--- src/hdl/text_command_recognizer_assert.svh ---
// Assertion macros shared by the command recognizer RTL.
// Depends on nothing; included by the modules that carry assertions.
`ifndef TEXT_COMMAND_RECOGNIZER_ASSERT_SVH
`define TEXT_COMMAND_RECOGNIZER_ASSERT_SVH

// Property that must hold at every rising clock edge outside reset.
`define TCR_ASSERT(lbl, clk, rst_n, prop, msg) \
  lbl: assert property (@(posedge clk) disable iff (!rst_n) (prop)) else $error(msg);

// Consequent that must hold in the cycle after the antecedent.
`define TCR_ASSERT_NEXT(lbl, clk, rst_n, ante, cons, msg) \
  `TCR_ASSERT(lbl, clk, rst_n, (ante) |=> (cons), msg)

`endif

--- src/hdl/tcr_pkg.sv ---
// Types, keyword tables and result structures of the command recognizer.
// Depends on nothing; used by the comparator, line state, top level and test files.
package tcr_pkg;

  localparam int KW_NUM     = 9;
  localparam int KW_MAX_LEN = 8;

  localparam logic [7:0] CHAR_CR = 8'h0D;

  typedef logic [KW_NUM-1:0]             kw_mask_t;
  typedef logic [$clog2(KW_MAX_LEN)-1:0] kw_pos_t;
  typedef logic [$clog2(KW_MAX_LEN+1)-1:0] kw_len_t;

  typedef enum logic [2:0] {
    CMD_UNKNOWN     = 3'd0,
    CMD_SET_FORMAT  = 3'd1,
    CMD_MEASURE     = 3'd2,
    CMD_STREAM_ON   = 3'd3,
    CMD_STREAM_OFF  = 3'd4,
    CMD_WRITE_ITIME = 3'd5,
    CMD_READ_ITIME  = 3'd6
  } cmd_e;

  typedef enum logic [1:0] {
    PH_MATCH,
    PH_SPACE,
    PH_DIGITS,
    PH_DONE
  } phase_e;

  // Keywords in priority order; unused tail characters are zero.
  localparam logic [7:0] KW_TEXT [KW_NUM][KW_MAX_LEN] = '{
    '{"f", "o", "r", "m", "a", "t", "=", 8'h00},
    '{"m", "e", "a", "s", "u", "r", "e", CHAR_CR},
    '{"m", CHAR_CR, 8'h00, 8'h00, 8'h00, 8'h00, 8'h00, 8'h00},
    '{"s", "t", "r", "e", "a", "m", CHAR_CR, 8'h00},
    '{"e", "n", "d", CHAR_CR, 8'h00, 8'h00, 8'h00, 8'h00},
    '{"i", "t", "i", "m", "e", "=", 8'h00, 8'h00},
    '{"i", "=", 8'h00, 8'h00, 8'h00, 8'h00, 8'h00, 8'h00},
    '{"i", "t", "i", "m", "e", "?", CHAR_CR, 8'h00},
    '{"i", "?", CHAR_CR, 8'h00, 8'h00, 8'h00, 8'h00, 8'h00}
  };

  localparam kw_len_t KW_LEN [KW_NUM] = '{
    kw_len_t'(7), kw_len_t'(8), kw_len_t'(2), kw_len_t'(7), kw_len_t'(4),
    kw_len_t'(6), kw_len_t'(2), kw_len_t'(7), kw_len_t'(3)
  };

  localparam cmd_e KW_CMD [KW_NUM] = '{
    CMD_SET_FORMAT, CMD_MEASURE, CMD_MEASURE, CMD_STREAM_ON, CMD_STREAM_OFF,
    CMD_WRITE_ITIME, CMD_WRITE_ITIME, CMD_READ_ITIME, CMD_READ_ITIME
  };

  localparam logic KW_VALUE [KW_NUM] = '{
    1'b1, 1'b0, 1'b0, 1'b0, 1'b0, 1'b1, 1'b1, 1'b0, 1'b0
  };

  typedef struct packed {
    logic [7:0] data;
    logic       first;
    logic       last;
  } item_t;

  typedef struct packed {
    kw_mask_t mask;
    logic     hit;
    cmd_e     cmd;
    logic     needs_value;
  } match_t;

  typedef struct packed {
    cmd_e        cmd;
    logic [31:0] value;
    logic        updated;
  } result_t;

endpackage

--- src/hdl/tcr_in_if.sv ---
// Input channel of the command recognizer: one line character per transfer.
// Depends on nothing.
interface tcr_in_if;
  logic       valid;
  logic       ready;
  logic [7:0] data_byte;
  logic       first_byte;
  logic       last_byte;

  modport source (output valid, output data_byte, output first_byte, output last_byte,
                  input ready);
  modport sink   (input valid, input data_byte, input first_byte, input last_byte,
                  output ready);
endinterface

--- src/hdl/tcr_out_if.sv ---
// Output channel of the command recognizer: one decoded command per transfer.
// Depends on nothing.
interface tcr_out_if;
  logic        valid;
  logic        ready;
  logic [2:0]  command;
  logic [31:0] value;
  logic        value_updated;

  modport source (output valid, output command, output value, output value_updated,
                  input ready);
  modport sink   (input valid, input command, input value, input value_updated,
                  output ready);
endinterface

--- src/hdl/tcr_kw_match.sv ---
// Keyword comparator: checks one character against every live keyword.
// Depends on tcr_pkg.
module tcr_kw_match (
  input  tcr_pkg::kw_pos_t  pos_i,
  input  tcr_pkg::kw_mask_t mask_i,
  input  logic [7:0]        byte_i,
  output tcr_pkg::match_t   match_o
);

  tcr_pkg::kw_len_t pos_ext;
  tcr_pkg::kw_len_t pos_next;

  assign pos_ext  = tcr_pkg::kw_len_t'(pos_i);
  assign pos_next = pos_ext + tcr_pkg::kw_len_t'(1);

  always_comb begin
    match_o = '0;
    match_o.cmd = tcr_pkg::CMD_UNKNOWN;
    for (int c = 0; c < tcr_pkg::KW_NUM; c++) begin
      match_o.mask[c] = mask_i[c] && (pos_ext < tcr_pkg::KW_LEN[c]) &&
                        (tcr_pkg::KW_TEXT[c][pos_i] == byte_i);
    end
    // Walk downward so that the earliest keyword in priority order wins.
    for (int c = tcr_pkg::KW_NUM - 1; c >= 0; c--) begin
      if (match_o.mask[c] && (tcr_pkg::KW_LEN[c] == pos_next)) begin
        match_o.hit         = 1'b1;
        match_o.cmd         = tcr_pkg::KW_CMD[c];
        match_o.needs_value = tcr_pkg::KW_VALUE[c];
      end
    end
  end

endmodule

--- src/hdl/tcr_line_fsm.sv ---
// Line state of the recognizer: keyword phase, number parser, held value.
// Depends on tcr_pkg and tcr_kw_match.
module tcr_line_fsm (
  input  logic             clk_i,
  input  logic             rst_ni,
  input  logic             step_i,
  input  tcr_pkg::item_t   item_i,
  output tcr_pkg::result_t result_o
);

  tcr_pkg::phase_e   phase_q, phase_d, cur_phase;
  tcr_pkg::kw_pos_t  pos_q, pos_d, cur_pos;
  tcr_pkg::kw_mask_t mask_q, mask_d, cur_mask;
  logic [31:0]       acc_q, acc_d, cur_acc;
  logic              seen_q, seen_d, cur_seen;
  logic              neg_q, neg_d, cur_neg;
  logic              ovf_q, ovf_d, cur_ovf;
  tcr_pkg::cmd_e     cmd_q, cmd_d, cur_cmd;
  logic [31:0]       held_q, held_d;

  tcr_pkg::match_t   kw;
  logic              is_digit, is_space, is_sign, commit;
  logic [3:0]        digit;
  logic [35:0]       prod;

  assign is_digit = (item_i.data >= "0") && (item_i.data <= "9");
  assign is_space = (item_i.data == " ") || ((item_i.data >= 8'h09) && (item_i.data <= 8'h0D));
  assign is_sign  = (item_i.data == "+") || (item_i.data == "-");
  assign digit    = 4'(item_i.data - "0");
  // Times ten as two shifts plus the new digit.
  assign prod = ({4'b0, cur_acc} << 3) + ({4'b0, cur_acc} << 1) + {32'b0, digit};

  tcr_kw_match u_kw_match (
    .pos_i   (cur_pos),
    .mask_i  (cur_mask),
    .byte_i  (item_i.data),
    .match_o (kw)
  );

  // A marked first character restarts the line before it is handled.
  always_comb begin
    if (item_i.first) begin
      cur_phase = tcr_pkg::PH_MATCH;
      cur_pos   = '0;
      cur_mask  = '1;
      cur_acc   = '0;
      cur_seen  = 1'b0;
      cur_neg   = 1'b0;
      cur_ovf   = 1'b0;
      cur_cmd   = tcr_pkg::CMD_UNKNOWN;
    end else begin
      cur_phase = phase_q;
      cur_pos   = pos_q;
      cur_mask  = mask_q;
      cur_acc   = acc_q;
      cur_seen  = seen_q;
      cur_neg   = neg_q;
      cur_ovf   = ovf_q;
      cur_cmd   = cmd_q;
    end
  end

  always_comb begin
    phase_d = cur_phase;
    pos_d   = cur_pos;
    mask_d  = cur_mask;
    acc_d   = cur_acc;
    seen_d  = cur_seen;
    neg_d   = cur_neg;
    ovf_d   = cur_ovf;
    cmd_d   = cur_cmd;
    commit  = 1'b0;
    unique case (cur_phase)
      tcr_pkg::PH_MATCH: begin
        mask_d = kw.mask;
        if (kw.hit) begin
          cmd_d   = kw.cmd;
          phase_d = kw.needs_value ? tcr_pkg::PH_SPACE : tcr_pkg::PH_DONE;
        end else if (kw.mask == '0) begin
          phase_d = tcr_pkg::PH_DONE;
        end else if (cur_pos != '1) begin
          pos_d = cur_pos + 1'b1;
        end
      end
      tcr_pkg::PH_SPACE: begin
        if (is_space) begin
          phase_d = tcr_pkg::PH_SPACE;
        end else if (is_sign) begin
          neg_d   = (item_i.data == "-");
          phase_d = tcr_pkg::PH_DIGITS;
        end else if (is_digit) begin
          seen_d  = 1'b1;
          ovf_d   = cur_ovf | (prod[35:32] != '0);
          acc_d   = (prod[35:32] != '0) ? '1 : prod[31:0];
          phase_d = tcr_pkg::PH_DIGITS;
        end else begin
          phase_d = tcr_pkg::PH_DONE;
        end
      end
      tcr_pkg::PH_DIGITS: begin
        if (is_digit) begin
          seen_d = 1'b1;
          ovf_d  = cur_ovf | (prod[35:32] != '0);
          acc_d  = (prod[35:32] != '0) ? '1 : prod[31:0];
        end else begin
          commit  = 1'b1;
          phase_d = tcr_pkg::PH_DONE;
        end
      end
      tcr_pkg::PH_DONE: begin
        phase_d = tcr_pkg::PH_DONE;
      end
    endcase
    // A line end closes a number that is still open.
    if (item_i.last && ((phase_d == tcr_pkg::PH_SPACE) || (phase_d == tcr_pkg::PH_DIGITS))) begin
      commit = 1'b1;
    end
    if (commit && seen_d) begin
      held_d = ovf_d ? '1 : (neg_d ? (32'd0 - acc_d) : acc_d);
    end else begin
      held_d = held_q;
    end
    result_o.cmd     = cmd_d;
    result_o.value   = held_d;
    result_o.updated = seen_d;
  end

  always_ff @(posedge clk_i or negedge rst_ni) begin
    if (!rst_ni) begin
      phase_q <= tcr_pkg::PH_MATCH;
      pos_q   <= '0;
      mask_q  <= '1;
      acc_q   <= '0;
      seen_q  <= 1'b0;
      neg_q   <= 1'b0;
      ovf_q   <= 1'b0;
      cmd_q   <= tcr_pkg::CMD_UNKNOWN;
      held_q  <= '0;
    end else if (step_i) begin
      held_q <= held_d;
      if (item_i.last) begin
        phase_q <= tcr_pkg::PH_MATCH;
        pos_q   <= '0;
        mask_q  <= '1;
        acc_q   <= '0;
        seen_q  <= 1'b0;
        neg_q   <= 1'b0;
        ovf_q   <= 1'b0;
        cmd_q   <= tcr_pkg::CMD_UNKNOWN;
      end else begin
        phase_q <= phase_d;
        pos_q   <= pos_d;
        mask_q  <= mask_d;
        acc_q   <= acc_d;
        seen_q  <= seen_d;
        neg_q   <= neg_d;
        ovf_q   <= ovf_d;
        cmd_q   <= cmd_d;
      end
    end
  end

endmodule

--- src/hdl/text_command_recognizer.sv ---
// Text command recognizer, top level: input register, line state, result register.
// Path: a line's last character is taken into the input register, handled by the line
// state once the result register has room, and its result is shown from the result register.
// Throughput: one character per cycle; only a last character waits while a result is unread.
// Reset (rst_ni low, asynchronous) empties both registers, restarts the line and clears
// the held value to zero.
`include "text_command_recognizer_assert.svh"

module text_command_recognizer (
  input  logic     clk_i,
  input  logic     rst_ni,
  tcr_in_if.sink   in_i,
  tcr_out_if.source out_o
);

  // Input register. Every character passes through it; it parts the sender from
  // the line state so that ready does not depend on the keyword compare.
  logic             in_vld_q;
  tcr_pkg::item_t   item_q;

  // Result register. It holds a finished command until the receiver takes it,
  // while further characters of the next line keep flowing behind it.
  logic             out_vld_q;
  tcr_pkg::result_t res_q;
  tcr_pkg::result_t res_d;

  logic             adv;
  logic             out_free;

  // The result register has room when it is empty or being emptied this cycle.
  assign out_free = !out_vld_q || out_o.ready;

  // A character advances unless it ends a line and the previous result is
  // still waiting. Characters inside a line never wait.
  assign adv = in_vld_q && (!item_q.last || out_free);

  assign in_i.ready = !in_vld_q || adv;

  always_ff @(posedge clk_i or negedge rst_ni) begin
    if (!rst_ni) begin
      in_vld_q <= 1'b0;
    end else if (in_i.ready) begin
      in_vld_q <= in_i.valid;
    end
  end

  always_ff @(posedge clk_i) begin
    if (in_i.ready && in_i.valid) begin
      item_q.data  <= in_i.data_byte;
      item_q.first <= in_i.first_byte;
      item_q.last  <= in_i.last_byte;
    end
  end

  // Keyword matching, number parsing and the held value all live here; the
  // state moves by one character each time adv is high.
  tcr_line_fsm u_line_fsm (
    .clk_i    (clk_i),
    .rst_ni   (rst_ni),
    .step_i   (adv),
    .item_i   (item_q),
    .result_o (res_d)
  );

  always_ff @(posedge clk_i or negedge rst_ni) begin
    if (!rst_ni) begin
      out_vld_q <= 1'b0;
    end else if (adv && item_q.last) begin
      out_vld_q <= 1'b1;
    end else if (out_o.ready) begin
      out_vld_q <= 1'b0;
    end
  end

  always_ff @(posedge clk_i) begin
    if (adv && item_q.last) begin
      res_q <= res_d;
    end
  end

  assign out_o.valid         = out_vld_q;
  assign out_o.command       = res_q.cmd;
  assign out_o.value         = res_q.value;
  assign out_o.value_updated = res_q.updated;

  // A line end that advances always produces a pending result.
  `TCR_ASSERT_NEXT(a_line_end_loads, clk_i, rst_ni, adv && item_q.last, out_vld_q, "line end lost its result")
  // The result register changes only when a line ends.
  `TCR_ASSERT_NEXT(a_result_only_on_end, clk_i, rst_ni, !(adv && item_q.last), $stable(res_q), "result changed mid line")
  // A character that cannot advance keeps its place in the input register.
  `TCR_ASSERT_NEXT(a_stall_holds, clk_i, rst_ni, in_vld_q && !adv, in_vld_q && $stable(item_q), "stalled character lost")
  // The sender is held off only behind a line end waiting on an unread result.
  `TCR_ASSERT(a_ready_cause, clk_i, rst_ni, !in_i.ready |-> (in_vld_q && item_q.last && out_vld_q), "ready dropped without cause")

endmodule

--- src/flat_wrapper.sv ---
// flat-port wrapper written by rule: the top's interface ports become plain ports
module text_command_recognizer_flat 
  (clk_i, rst_ni, in_i_valid, in_i_data_byte, in_i_first_byte, in_i_last_byte, in_i_ready, out_o_valid, out_o_command, out_o_value, out_o_value_updated, out_o_ready);
  tcr_in_if in_i_i ();
  tcr_out_if out_o_i ();
  input  logic clk_i;
  input  logic rst_ni;
  input wire logic [$bits(in_i_i.valid)-1:0] in_i_valid;
  input wire logic [$bits(in_i_i.data_byte)-1:0] in_i_data_byte;
  input wire logic [$bits(in_i_i.first_byte)-1:0] in_i_first_byte;
  input wire logic [$bits(in_i_i.last_byte)-1:0] in_i_last_byte;
  output wire logic [$bits(in_i_i.ready)-1:0] in_i_ready;
  output wire logic [$bits(out_o_i.valid)-1:0] out_o_valid;
  output wire logic [$bits(out_o_i.command)-1:0] out_o_command;
  output wire logic [$bits(out_o_i.value)-1:0] out_o_value;
  output wire logic [$bits(out_o_i.value_updated)-1:0] out_o_value_updated;
  input wire logic [$bits(out_o_i.ready)-1:0] out_o_ready;
  assign in_i_i.valid = in_i_valid;
  assign in_i_i.data_byte = in_i_data_byte;
  assign in_i_i.first_byte = in_i_first_byte;
  assign in_i_i.last_byte = in_i_last_byte;
  assign in_i_ready = in_i_i.ready;
  assign out_o_valid = out_o_i.valid;
  assign out_o_command = out_o_i.command;
  assign out_o_value = out_o_i.value;
  assign out_o_value_updated = out_o_i.value_updated;
  assign out_o_i.ready = out_o_ready;
  text_command_recognizer u_core (.clk_i(clk_i), .rst_ni(rst_ni), .in_i(in_i_i), .out_o(out_o_i));
endmodule
--- config.mk ---
export PLATFORM = sky130hd
export DESIGN_NAME = text_command_recognizer_flat
export DESIGN_NICKNAME = d
export VERILOG_FILES = /design/src/hdl/tcr_pkg.sv /design/src/hdl/tcr_in_if.sv /design/src/hdl/tcr_out_if.sv /design/src/hdl/tcr_kw_match.sv /design/src/hdl/tcr_line_fsm.sv /design/src/hdl/text_command_recognizer.sv /design/src/flat_wrapper.sv
export VERILOG_INCLUDE_DIRS = /design/src /design/src/hdl
export SDC_FILE = /design/constraint.sdc
export NUM_CORES = 1
export LEC_CHECK = 0
export BUFFER_PORTS_ARGS = -buffer_cell sky130_fd_sc_hd__buf_2
export CAP_MARGIN = 20
export CORE_MARGIN = 2
export CORE_UTILIZATION = 59
export CTS_CLUSTER_SIZE = 12
export DETAILED_ROUTE_END_ITERATION = 10
export PLACE_DENSITY_LB_ADDON = 0.08
export REMOVE_ABC_BUFFERS = 1
export SETUP_SLACK_MARGIN = 0.1
export SKIP_CTS_REPAIR_TIMING = 1
export SKIP_LAST_GASP = 1
export SLEW_MARGIN = 40
export SYNTH_ARGS = -nofsm -noshare
export SYNTH_HDL_FRONTEND = slang
export SYNTH_HIERARCHICAL = 1
export SYNTH_SLANG_ARGS = --single-unit
--- constraint.sdc ---
create_clock -name clk_i -period 6.4 [get_ports clk_i]
set_input_delay 0.32 -clock clk_i [delete_from_list [all_inputs] [get_ports clk_i]]
set_output_delay 0.32 -clock clk_i [all_outputs]
set_load 0.005 [all_outputs]
-- Word level (Yosys, flattened, before mapping)
Memory sizes are Yosys's and may differ from the RTL's.
Index checks and enable logic that the tools add are counted.
- ROM bits: 576
- output and inout port bits: 38
- memories: 9
- word-level logic and storage cells: 198
- input bits: 14
- bits in registers: 132
- bitwise logic cells: 2
- eq/ne operators: 24
- reduce and logical (&&, ||, !) cells: 47
- magnitude comparators: 11
- muxes and demuxes: 82
- $add $sub $neg: 6
- memories (memory ; depth ; bits a word ; rd ports ; clocked after Yosys merged registers in ; wr ports ; line ; source):
    (name not given) ; 8 ; 8 ; 1 ; 0 ; 0 ; tcr_kw_match.sv:21 ; (tcr_pkg::KW_TEXT[c][pos_i] == byte_i);
    (name not given) ; 8 ; 8 ; 1 ; 0 ; 0 ; tcr_kw_match.sv:21 ;
    (name not given) ; 8 ; 8 ; 1 ; 0 ; 0 ; tcr_kw_match.sv:21 ;
    (name not given) ; 8 ; 8 ; 1 ; 0 ; 0 ; tcr_kw_match.sv:21 ;
    (name not given) ; 8 ; 8 ; 1 ; 0 ; 0 ; tcr_kw_match.sv:21 ;
    (name not given) ; 8 ; 8 ; 1 ; 0 ; 0 ; tcr_kw_match.sv:21 ;
    3 more memories ; n/a ; n/a ; n/a ; n/a ; n/a ; n/a ;
- operators by type and width (kind ; count):
    32-bit 2-to-1 mux ; 9
    8-bit 2-to-1 mux ; 18
    8-bit == test ; 9
    32-bit case mux with 2 select lines ; 1
    5-bit 2-to-1 mux ; 9
    35-bit by 33-bit adder with 36-bit output ; 1
    36-bit by 4-bit adder with 36-bit output ; 1
    1-bit logical AND ; 34
    1-bit by 32-bit subtractor with 32-bit output (first input constant) ; 1
    3-bit 2-to-1 mux ; 10
    9-bit 2-to-1 mux ; 3
    8-bit by 6-bit == test with 1-bit output (second input constant) ; 3
    1-bit 2-to-1 mux ; 22
    2-bit 2-to-1 mux ; 7
    3-bit by 4-bit == test with 1-bit output (first input constant) ; 3
    9-bit zero test ; 1
    3-bit < comparator (second input constant) ; 3
    2-bit by 4-bit == test with 1-bit output (first input constant) ; 2
    8-bit by 4-bit greater-or-equal comparator with 1-bit output (second input constant) ; 1
    8-bit by 6-bit greater-or-equal comparator with 1-bit output (second input constant) ; 1
    8-bit by 4-bit less-or-equal comparator with 1-bit output (second input constant) ; 1
    8-bit by 6-bit less-or-equal comparator with 1-bit output (second input constant) ; 1
    2-bit case mux with 4 select lines ; 1
    2-bit == test (second input constant) ; 3
    other kinds (17) ; 27

-- Longest topological paths before layout
Gate-level depths: netlist of run 1.
- depth after elaboration: 26
- depth in mapped cells: 27
- depth with buffers taken out: 21

-- Modules after synthesis
Netlist of run 1, hierarchy kept.
- modules (own cells, without submodules) (module ; times used ; cells an instance ; area an instance (um2)):
    tcr_line_fsm ; 1 ; 966 ; 7965.1
    text_command_recognizer ; 1 ; 56 ; 1487.7
    tcr_kw_match ; 1 ; 166 ; 1251.2

-- Least setup slack after synthesis of run 1
No wires, ideal clock.
- path kind: register -> register
- start: register u_core/item_q[1] in the netlist's numbering
- end: register u_core.res_q, in the netlist u_core/out_o.value[18], data pin
- period minus slack after synthesis: 5.584 ns
- data required time: 6.125 ns
- data arrival time: 5.308 ns
- path slack: 0.816 ns
- path buffers: 8
- stages on the path, launching flop included: 26
- cell sequence: edfxtp_1 -> clkbuf_1 -> clkbuf_1 -> buf_1 -> clkbuf_1 -> clkbuf_1 -> nor2b_1 -> buf_2 -> inv_1 -> ha_1 -> nor2b_1 -> mux2_2 -> and4_4 -> and3_1 -> nor3b_1 -> a221oi_2 -> nand3_1 -> a311oi_1 -> o21ai_0 -> o21ai_0 -> xor2_1 -> a22oi_1 -> nor2_1 -> clkbuf_1 -> clkbuf_1 -> a31oi_1
- RTL lines (element ; line ; source):
    from (decl) ; text_command_recognizer.sv:19 ; tcr_pkg::item_t item_q;
    to (signal assigned) ; text_command_recognizer.sv:77 ; res_q <= res_d;
    to (decl) ; text_command_recognizer.sv:24 ; tcr_pkg::result_t res_q;

==> flow_metrics.py, run 1 <==
metrics = {
    "sta": {
        "final.period_utilization_pct": 93.2,
        "setup_viol": 0,
        "fin_crit_ns": 5.97,
        "fin_skew_ns": 0.0145,
        "rsz0062_at_grt": "false",
        "worstMarginPinSlew_ns": 0.791,
        "slew_headroom_pct": 47.3,
        "whs_ns": 0.0694,
        "drv_slew": 0,
        "layout_setup_ws_ns": 0.434,
        "final.setup.tns_ns": 0,
        "hold_viol_final": 0,
        "clock.fmax_ghz": 0.168,
    },
    "die": {
        "num_rows": 49,
        "dieArea_um2": 19200,
        "ios": 52,
        "start_util_pct": 59.8,
        "die_h_um": 139,
        "die_x_um": 139,
        "core_um2": 17900,
    },
    "finish": {
        "fillers": 1493,
        "final_area_um2": 11800,
        "syn_to_final_growth_pct": 10.6,
        "finalCoreUtilization_pct": 66.1,
        "layout-drive-gt1-share_pct": 15.6,
        "diodes": 0,
        "fin_nets": 1312,
        "fin_cells": 1459,
    },
    "logic_synthesis": {
        "synth_area_leader_cell": "dfrtp_1",
        "synth_edf_count": 46,
        "synth-seq-area-share_pct": 33.1,
        "yosysTopAreaCellShare_pct": 18.0,
        "synth_ff_type": "dfrtp_1",
        "synthXorXnorAreaFrac_pct": 7.19,
        "synth-simple-area-share_pct": 19.8,
        "synth_compound_area_share_pct": 25.3,
        "synthMuxAreaShare_pct": 0.818,
        "synth_area_um2": 10700,
        "ys_ff_latch": 132,
        "yosys_warnings": 6,
        "synthAdderAreaFrac_pct": 9.54,
        "ys_top_cells_by_area": "dfrtp_1, edfxtp_1, ha_1",
        "syn_inst": 1188,
        "synth_top_family_by_area": "compound AO/OA/AOI/OAI gates",
        "syn_area_per_cell_um2": 9.01,
        "ys_async_sr_fraction_pct": 65.2,
        "netlist-cell-type-count": 105,
    },
    "route": {
        "viasPerCell": 6.53,
        "drt_iter0_drc": 1013,
        "ant_nets": 0,
        "wl_um": 28900,
        "drc": 0,
        "wl_per_cell_um": 19.8,
        "vias": 9522,
        "firstDrtPassIters": 5,
    },
    "setup_path": {
        "critPathLaunchType": "flip-flop",
        "reg2reg_depth": 21,
        "critPathArrivalTime_ns": 6.13,
        "path_cells": "buf_12 > nand2b_1 > inv_1 > ha_1 > ha_1 > nand4_2 > or4_1 > a21o_1 > a21o_1 > nor2_1 > or4_1 > nand3_2 > nor2_1 > a2bb2oi_1 > a2bb2oi_1 > ha_1 > nand4_1 > nor4_4 > a31oi_1 > xnor2_1 > a21oi_1",
        "cp_common_cell": "ha_1",
        "required_ns": 6.57,
        "crit_start": "u_core/item_q[1]$_DFFE_PP_",
        "cp_slowest_cell": "nor4_4",
        "worstReg2RegEnd": "u_core/out_o.value[22]$_DFFE_PP_",
        "slowest_delay_ns": 0.52,
        "path_class": "flip-flop to flip-flop",
        "timing.rr.start": "u_core/item_q[1]$_DFFE_PP_",
        "crit_path_end_kind": "flip-flop",
        "r2r_slack_ns": 0.43,
        "worstPathMaxFanout": 62,
    },
    "clock_network": {
        "numCtsBuffers": 17,
        "cts_tree": "built",
        "clockBufferDepth": 2,
        "cts-root-buf": "clkbuf_16",
        "clock-sinks": 132,
        "htree_num_levels": 4,
        "clk_pin_slew_ns": 0.07,
        "clock_latency_ns": 0.43,
    },
    "grt": {
        "antenna_found_initial": 0,
        "grt_pass1_wl_um": 47300,
        "overflow": 0,
        "grt_pass1_vias": 8705,
        "grt_start_max_net_pins": 78,
        "grt_use_total_pct": 30.2,
    },
    "min_path": {
        "hp-class": "primary input to flip-flop",
        "min_from": "in_i_data_byte[6]",
        "whs_endpoint": "u_core/item_q[8]$_DFFE_PP_",
        "hold_depth": 1,
    },
    "placed_design": {
        "place_ws_ns": 0.587,
        "placed_area_um2": 11200,
        "dp_cells": 1426,
        "port_buffers": 51,
        "place_congestion": 0.960,
        "hpwl_um": 21100,
    },
    "run": {
        "maxCapViolCount": 0,
    },
    "run_status": {
        "status": "complete, no violations",
    },
    "pwr": {
        "p_total_mw": 2.35,
        "ir_worst_vdd_v": 0.000206,
        "leakagePower_nw": 5.09,
        "p_per_area_nw_per_um2": 198,
    },
}
placed cells by master (no fill, tap or decap), types with 6 or more instances in the layout:
cell,synthesis,routed
nor2_1,107,104
a21oi_1,91,91
nand2_1,85,84
ha_1,80,80
dfrtp_1,77,77
o21ai_0,66,66
buf_2,12,50
xor2_1,47,47
nor2b_1,48,46
edfxtp_1,46,46
xnor2_1,39,39
buf_4,4,34
o2bb2ai_1,31,31
nand3_1,27,27
inv_1,23,23
a31oi_1,20,20
nor3_1,20,19
clkbuf_16,0,17
a21o_1,17,17
o21a_1,17,17
and3_1,16,16
nand4_1,16,16
o22a_1,15,15
o221ai_1,12,12
or2_2,10,10
o32a_1,10,10
o21bai_1,9,9
dfstp_2,9,9
nand2b_1,8,8
o22ai_1,8,8
o31ai_1,8,8
a22o_1,8,8
inv_8,0,7
o211ai_1,7,7
nand3b_1,6,6
mux2_2,6,6
kinds of logic (layout without fill, tap and decap cells):
| group | after synthesis | count (layout) |
|---|---|---|
| compound gates | 382 | 382 |
| xor+xnor | 87 | 87 |
| buf+inv | 103 | 145 |
| fa+ha+maj | 81 | 81 |
| mux | 8 | 8 |
| simple gates | 395 | 395 |
| flops | 132 | 132 |
sequential cells by signal (all words and copies together) (netlist names):
register	cells
u_core/in_vld_q	1
u_core/item_q	10
u_core/out_o.command	3
u_core/out_o.valid	1
u_core/out_o.value	32
u_core/out_o.value_updated	1
u_core/u_line_fsm/acc_q	32
u_core/u_line_fsm/cmd_q	3
u_core/u_line_fsm/held_q	32
u_core/u_line_fsm/mask_q	9
u_core/u_line_fsm/neg_q	1
u_core/u_line_fsm/ovf_q	1
u_core/u_line_fsm/phase_q	2
u_core/u_line_fsm/pos_q	3
u_core/u_line_fsm/seen_q	1
power breakdown:
part / internal (mW) / switching (mW) / leakage, nW
clock network: 0.521 / 0.433 / 0.281
logic: 0.150 / 0.243 / 3.21
registers: 0.957 / 0.0415 / 1.60
synth_stat cells (6+ instances only):
| master | instances |
|---|---|
| nor2_1 | 107 |
| nand3b_1 | 6 |
| nor2b_1 | 48 |
| xor2_1 | 47 |
| and3_1 | 16 |
| inv_1 | 23 |
| o21bai_1 | 9 |
| o21a_1 | 17 |
| o221ai_1 | 12 |
| a21oi_1 | 91 |
| ha_1 | 80 |
| o32a_1 | 10 |
| nand4_1 | 16 |
| a31oi_1 | 20 |
| edfxtp_1 | 46 |
| o21ai_0 | 66 |
| o31ai_1 | 8 |
| nand2_1 | 85 |
| o2bb2ai_1 | 31 |
| nand3_1 | 27 |
| mux2_2 | 6 |
| or2_2 | 10 |
| o22a_1 | 15 |
| buf_2 | 12 |
| a22o_1 | 8 |
| o22ai_1 | 8 |
| a21o_1 | 17 |
| nor3_1 | 20 |
| clkbuf_1 | 57 |
| xnor2_1 | 39 |
| dfstp_2 | 9 |
| dfrtp_1 | 77 |
| nand2b_1 | 8 |
| o211ai_1 | 7 |
worst max-delay path by stage:
stage | depth (start not counted) | slack, ns | to
floorplan | 18 | -1.34 | u_core/u_line_fsm/held_q[17]$_DFFE_PN0P_
global route | 21 | 0.10 | u_core/out_o.value[22]$_DFFE_PP_
global placement | 18 | 0.73 | u_core/out_o.value[28]$_DFFE_PP_
detailed placement | 21 | 0.59 | u_core/out_o.value[30]$_DFFE_PP_
finish | 21 | 0.43 | u_core/out_o.value[22]$_DFFE_PP_
CTS | 21 | 0.56 | u_core/out_o.value[22]$_DFFE_PP_
area by class of cell:
| class | count | area [um2] | area share (%) |
|---|---|---|---|
| Clock inverter | 15 | 154 | 1.30 |
| Tap cell | 229 | 287 | 2.42 |
| Inverter | 24 | 92.6 | 0.782 |
| Multi-Input combinational cell | 953 | 6740 | 56.9 |
| Clock buffer | 17 | 425 | 3.59 |
| Timing Repair Buffer | 89 | 594 | 5.02 |
| Sequential cell | 132 | 3540 | 29.9 |
worst max-delay path, delay by kind of cell, from the launching register on:
family | cells | cell delay (ns)
buffers and inverters | 2 | 0.36
flip-flops | 1 | 0.43
adder cells (fa/ha/maj) | 3 | 1.04
XOR/XNOR | 1 | 0.28
AND/OR/NAND/NOR | 9 | 2.44
AO/OA/AOI/OAI | 6 | 1.10
layer usage:
| layer | GRT usage (%) | wire length, um | part of all wire [%] |
|---|---|---|---|
| met3 | 6.18 | 2360 | 8.2 |
| met5 | 0 | 0 | 0 |
| met1 | 47.5 | 14100 | 49 |
| met2 | 42.4 | 11900 | 41 |
| met4 | 7.50 | 527 | 1.8 |
No activity file was read; power rests on OpenSTA's default activity.
==> run 2, diff against run 1 <==
CORE_MARGIN = not set   (was 2)
clock period = 7.2 ns   (was 6.4 ns; I/O delays follow)
==> run 2 against run 1 <==
Compared with the run above: global-route usage is 1.7 points higher; final cell count fell by 1.4%; hold slack improved by 0.033 ns; via count down 0.29%; first-iteration DRC count shrank 3.8%; clock skew fell by 0.0012 ns; sequential power down 11%; sequential share of layout area increased by 0.39 points; clock-buffer cell count unchanged; critical endpoint unchanged.
==> flow_metrics.py, run 2 (synthesis results as in run 1) <==
metrics = {
    "grt": {
        "top_usage_layer": "met1",
        "grt_pass1_wl_um": 45800,
        "grt_start_max_net_pins": 76,
        "grt_use_total_pct": 31.9,
        "overflow": 0,
        "gr-usage-met3_pct": 7.44,
        "grt_pass1_vias": 8456,
        "antenna_found_initial": 0,
        "met2_usage_pct": 44.3,
        "use_met1_pct": 48.8,
    },
    "sta": {
        "clock.fmax_ghz": 0.153,
        "rsz0062_at_grt": "false",
        "fin_crit_ns": 6.55,
        "worstMarginPinSlew_ns": 0.811,
        "final.period_utilization_pct": 90.9,
        "whs_ns": 0.102,
        "final.setup.tns_ns": 0,
        "fin_skew_ns": 0.0133,
        "slew_headroom_pct": 45.9,
        "hold_viol_final": 0,
        "drv_slew": 0,
        "setup_viol": 0,
    },
    "route": {
        "wl_per_cell_um": 20.2,
        "wl_um": 29000,
        "drc": 0,
        "vias": 9494,
        "firstDrtPassIters": 5,
        "ant_nets": 0,
        "viasPerCell": 6.60,
        "drt_iter0_drc": 974,
    },
    "die": {
        "start_util_pct": 61.2,
        "die_h_um": 137,
        "core_um2": 17500,
        "die_x_um": 137,
        "ios": 52,
        "dieArea_um2": 18700,
        "num_rows": 48,
    },
    "clock_network": {
        "clock_latency_ns": 0.43,
        "cts_tree": "built",
        "cts-root-buf": "clkbuf_16",
        "htree_num_levels": 4,
        "clockBufferDepth": 2,
        "clk_pin_slew_ns": 0.07,
        "numCtsBuffers": 17,
        "clock-sinks": 132,
    },
    "placed_design": {
        "port_buffers": 51,
        "place_congestion": 0.953,
        "hpwl_um": 20900,
        "dp_cells": 1405,
    },
    "pwr": {
        "ir_worst_vdd_v": 0.000249,
        "p_per_area_nw_per_um2": 177,
        "leakagePower_nw": 5.00,
    },
    "finish": {
        "fillers": 1441,
        "diodes": 0,
        "final_cell_mix": "nor2_1, a21oi_1, nand2_1",
        "fin_cells": 1439,
        "finalCoreUtilization_pct": 66.9,
        "layout-drive-gt1-share_pct": 14.6,
        "fin_nets": 1296,
        "layout_commonest_cell": "nor2_1",
        "syn_to_final_growth_pct": 9.15,
    },
    "setup_path": {
        "path_class": "flip-flop to flip-flop",
        "cp_top_family": "simple AND/OR/NAND/NOR gates",
        "required_ns": 7.37,
        "slowest_delay_ns": 0.57,
        "path_buf_inv": 2,
        "critPathArrivalTime_ns": 6.72,
        "cp_slowest_cell": "nor4_4",
        "crit_start": "u_core/item_q[1]$_DFFE_PP_",
        "path_cells": "buf_4 > nor2b_1 > xor2_1 > ha_1 > inv_1 > fa_1 > nor2b_1 > o2111ai_1 > a21o_1 > a21o_1 > nor2_1 > or4_1 > nand3_2 > nor2_1 > a2bb2oi_1 > a2bb2oi_1 > ha_1 > nand4_1 > nor4_4 > a31oi_1 > xnor2_1 > a21oi_1",
        "crit_path_end_kind": "flip-flop",
        "timing.rr.start": "u_core/item_q[1]$_DFFE_PP_",
        "critPathLaunchType": "flip-flop",
        "worstPathMaxFanout": 33,
    },
    "run": {
        "maxCapViolCount": 0,
    },
    "min_path": {
        "min_from": "in_i_data_byte[3]",
        "hp-class": "primary input to flip-flop",
    },
    "run_status": {
        "status": "complete, no violations",
    },
}
==> run 2: cell count changes in the layout (fill, tap and decap cells not counted), sizes merged <==
cell | previous run | this run
buf | 88 | 72
clkinv | 3 | 1
inv | 34 | 36
==> run 2: cell type report <==
class,count,area (um2),area share [%]
Timing Repair Buffer,73,460,3.94
Sequential cell,132,3540,30.3
Multi-Input combinational cell,953,6740,57.7
Clock buffer,17,425,3.64
Tap cell,225,282,2.41
Clock inverter,15,135,1.16
Inverter,24,92.6,0.792
==> run 2: worst paths after layout <==
| path | cells after the start | slack [ns] | endpoint |
|---|---|---|---|
| setup / recovery | 22 | 0.65 | u_core/out_o.value[22]$_DFFE_PP_ |
| hold / removal | 1 | 0.10 | u_core/item_q[5]$_DFFE_PP_ |
| setup reg to reg | 22 | 0.65 | u_core/out_o.value[22]$_DFFE_PP_ |
| hold reg to reg | 2 | 0.48 | u_core/u_line_fsm/held_q[10]$_DFFE_PN0P_ |
| max in group asynchronous | 3 | 5.96 | u_core/u_line_fsm/held_q[18]$_DFFE_PN0P_ |
| min in group asynchronous | 2 | 0.31 | u_core/u_line_fsm/cmd_q[1]$_DFFE_PN0P_ |
==> run 2: where the power goes <==
part	switching [mW]	total [mW]	internal [mW]
Combinational	0.216	0.346	0.130
Clock	0.375	0.832	0.457
Sequential	0.0411	0.892	0.851
Total	0.633	2.07	1.44
==> run 2: per-layer routing <==
layer  vias to the layer above  part of all wire, %
met3                        33                  9.3
met1                      4533                   48
met5                         -                    0
met2                       464                   42
met4                         0                  1.4
li1                       4464                    -
==> run 2: metrics by stage <==
step | total power [mW] | setup slack, ns | cell area (um2)
4_1_cts | 2.07 | 0.825 | 11700
3_5_place_dp | 1.24 | 0.845 | 11100
3_3_place_gp | 1.23 | 1.10 | 11000
5_1_grt | 2.15 | 0.310 | 11700
2_1_floorplan | 1.12 | -0.535 | 10300
6_report | 2.07 | 0.652 | 11700
==> run 2: worst register-to-register path: cells and delay by family, from the launching register on <==
| kind | cells | cell delay, ns |
|---|---|---|
| compound gates | 7 | 1.58 |
| xor+xnor | 2 | 0.41 |
| fa+ha+maj | 3 | 1.03 |
| buf+inv | 2 | 0.34 |
| flops | 1 | 0.42 |
| simple gates | 8 | 2.51 |
==> run 3, diff against run 2 <==
==> constraint.sdc (replaced) <==
create_clock -name clk_i -period 7.2 [get_ports clk_i]
set_input_delay 0.72 -clock clk_i [delete_from_list [all_inputs] [get_ports clk_i]]
set_output_delay 0.72 -clock clk_i [all_outputs]
set_load 0.005 [all_outputs]
==> run 3 against run 2 <==
Compared with the run above: die area is the same; flip-flop and latch count is the same; first-iteration DRC count grew 5.7%; combinational power is essentially flat; register-to-register slack gained 0.04 ns; sequential share of layout area is essentially flat; utilization shrank 0.057 points; via count is the same; clock skew shrank 0.0018 ns; clock-buffer cell count is the same; routed wire length is essentially flat; power is essentially flat; critical endpoint unchanged; largest power group unchanged; highest routed layer unchanged.
==> flow_metrics.py, run 3 (synthesis results as in run 1) <==
metrics = {
    "placed_design": {
        "place_congestion": 0.953,
        "place_ws_ns": 0.845,
        "port_buffers": 51,
        "hpwl_um": 20900,
        "placed_area_um2": 11100,
    },
    "sta": {
        "slew_headroom_pct": 47.3,
        "whs_ns": 0.125,
        "final.period_utilization_pct": 90.4,
        "fin_crit_ns": 6.51,
        "fin_skew_ns": 0.0116,
        "drv_slew": 0,
        "final.setup.tns_ns": 0,
        "clock.fmax_ghz": 0.154,
        "layout_setup_ws_ns": 0.693,
        "rsz0062_at_grt": "false",
        "worstMarginPinSlew_ns": 0.790,
        "setup_viol": 0,
        "hold_viol_final": 0,
    },
    "finish": {
        "final_cell_mix": "nor2_1, a21oi_1, nand2_1",
        "syn_to_final_growth_pct": 9.06,
        "fin_nets": 1295,
        "finalCoreUtilization_pct": 66.8,
        "layout_commonest_cell": "nor2_1",
        "layout-drive-gt1-share_pct": 14.6,
        "fillers": 1442,
        "final_area_um2": 11700,
        "diodes": 0,
        "register_area_um2": 3540,
        "multiInputGateArea_um2": 6740,
    },
    "clock_network": {
        "cts_tree": "built",
        "clockBufferDepth": 2,
        "clock-sinks": 132,
        "numCtsBuffers": 17,
        "cts-root-buf": "clkbuf_16",
        "htree_num_levels": 4,
        "clk_pin_slew_ns": 0.07,
        "clock_latency_ns": 0.43,
    },
    "grt": {
        "overflow": 0,
        "grt_pass1_wl_um": 45800,
        "grt_use_total_pct": 31.9,
        "grt_pass1_vias": 8456,
        "grt_start_max_net_pins": 76,
        "antenna_found_initial": 0,
    },
    "run_status": {
        "status": "complete, no violations",
    },
    "route": {
        "wl_um": 29000,
        "firstDrtPassIters": 6,
        "viasPerCell": 6.60,
        "drt_iter0_drc": 1030,
        "ant_nets": 0,
        "wl_per_cell_um": 20.2,
        "drc": 0,
        "vias": 9494,
    },
    "setup_path": {
        "worstPathMaxFanout": 33,
        "path_buf_inv": 2,
        "cp_top_family": "simple AND/OR/NAND/NOR gates",
        "crit_path_end_kind": "flip-flop",
        "cp_slowest_cell": "nor4_4",
        "worstReg2RegEnd": "u_core/out_o.value[22]$_DFFE_PP_",
        "critPathArrivalTime_ns": 6.68,
        "path_class": "flip-flop to flip-flop",
        "slowest_delay_ns": 0.56,
        "required_ns": 7.38,
        "critPathLaunchType": "flip-flop",
        "path_cells": "buf_4 > nor2b_1 > xor2_1 > ha_1 > inv_1 > fa_1 > nor2b_1 > o2111ai_1 > a21o_1 > a21o_1 > nor2_1 > or4_1 > nand3_2 > nor2_1 > a2bb2oi_1 > a2bb2oi_1 > ha_1 > nand4_1 > nor4_4 > a31oi_1 > xnor2_1 > a21oi_1",
        "r2r_slack_ns": 0.69,
        "reg2reg_depth": 22,
        "timing.rr.start": "u_core/item_q[1]$_DFFE_PP_",
    },
    "die": {
        "dieArea_um2": 18700,
        "num_rows": 48,
        "ios": 52,
        "core_um2": 17500,
        "die_x_um": 137,
        "die_h_um": 137,
        "start_util_pct": 61.2,
    },
    "pwr": {
        "ir_worst_vdd_v": 0.000249,
        "leakagePower_nw": 5.00,
        "p_per_area_nw_per_um2": 177,
    },
    "run": {
        "maxCapViolCount": 0,
    },
    "min_path": {
        "hp-class": "primary input to async pin",
    },
}
==> run 3: changes by cell type in the layout (fill, tap and decap cells not counted) <==
cell,delta
dlygate4sd3_1,-1
==> run 3: worst max-delay path by stage <==
stage	from	depth (start not counted)	slack, ns	to
after CTS	u_core/item_q[1]$_DFFE_PP_	22	0.82	u_core/out_o.value[22]$_DFFE_PP_
after floorplan	u_core/item_q[1]$_DFFE_PP_	18	-0.54	u_core/u_line_fsm/held_q[17]$_DFFE_PN0P_
after detailed placement	u_core/item_q[1]$_DFFE_PP_	22	0.85	u_core/out_o.value[22]$_DFFE_PP_
final	u_core/item_q[1]$_DFFE_PP_	22	0.69	u_core/out_o.value[22]$_DFFE_PP_
after global routing	u_core/item_q[1]$_DFFE_PP_	22	0.31	u_core/out_o.value[22]$_DFFE_PP_
after global placement	u_core/item_q[1]$_DFFE_PP_	22	1.10	u_core/out_o.value[28]$_DFFE_PP_
==> run 3: final cells by class <==
type | instances | area share (%)
flip-flops and latches | 132 | 30.4
well taps | 225 | 2.41
clock inverters | 15 | 1.16
inverters | 24 | 0.793
repair buffers | 72 | 3.86
clock buffers | 17 | 3.64
multi-input cells | 953 | 57.8
==> run 3: per-stage QoR <==
stage,instances,power (mW)
floorplan,1109,1.12
global placement,1403,1.23
detailed placement,1405,1.24
CTS,1437,2.07
global route,1438,2.15
finish,1438,2.07
==> run 3: metal layers <==
metal | vias to the layer above | track usage, % | share of wire [%]
met5 | - | 0 | 0
met4 | 0 | 8.33 | 1.7
met3 | 43 | 7.44 | 8.4
met2 | 423 | 44.3 | 41
met1 | 4568 | 48.8 | 48
li1 | 4460 | - | -
==> run 3: report_power, final <==
| part | internal (mW) | switching (mW) |
|---|---|---|
| Sequential | 0.851 | 0.0413 |
| Clock | 0.457 | 0.375 |
| Combinational | 0.130 | 0.216 |
| Total | 1.44 | 0.632 |
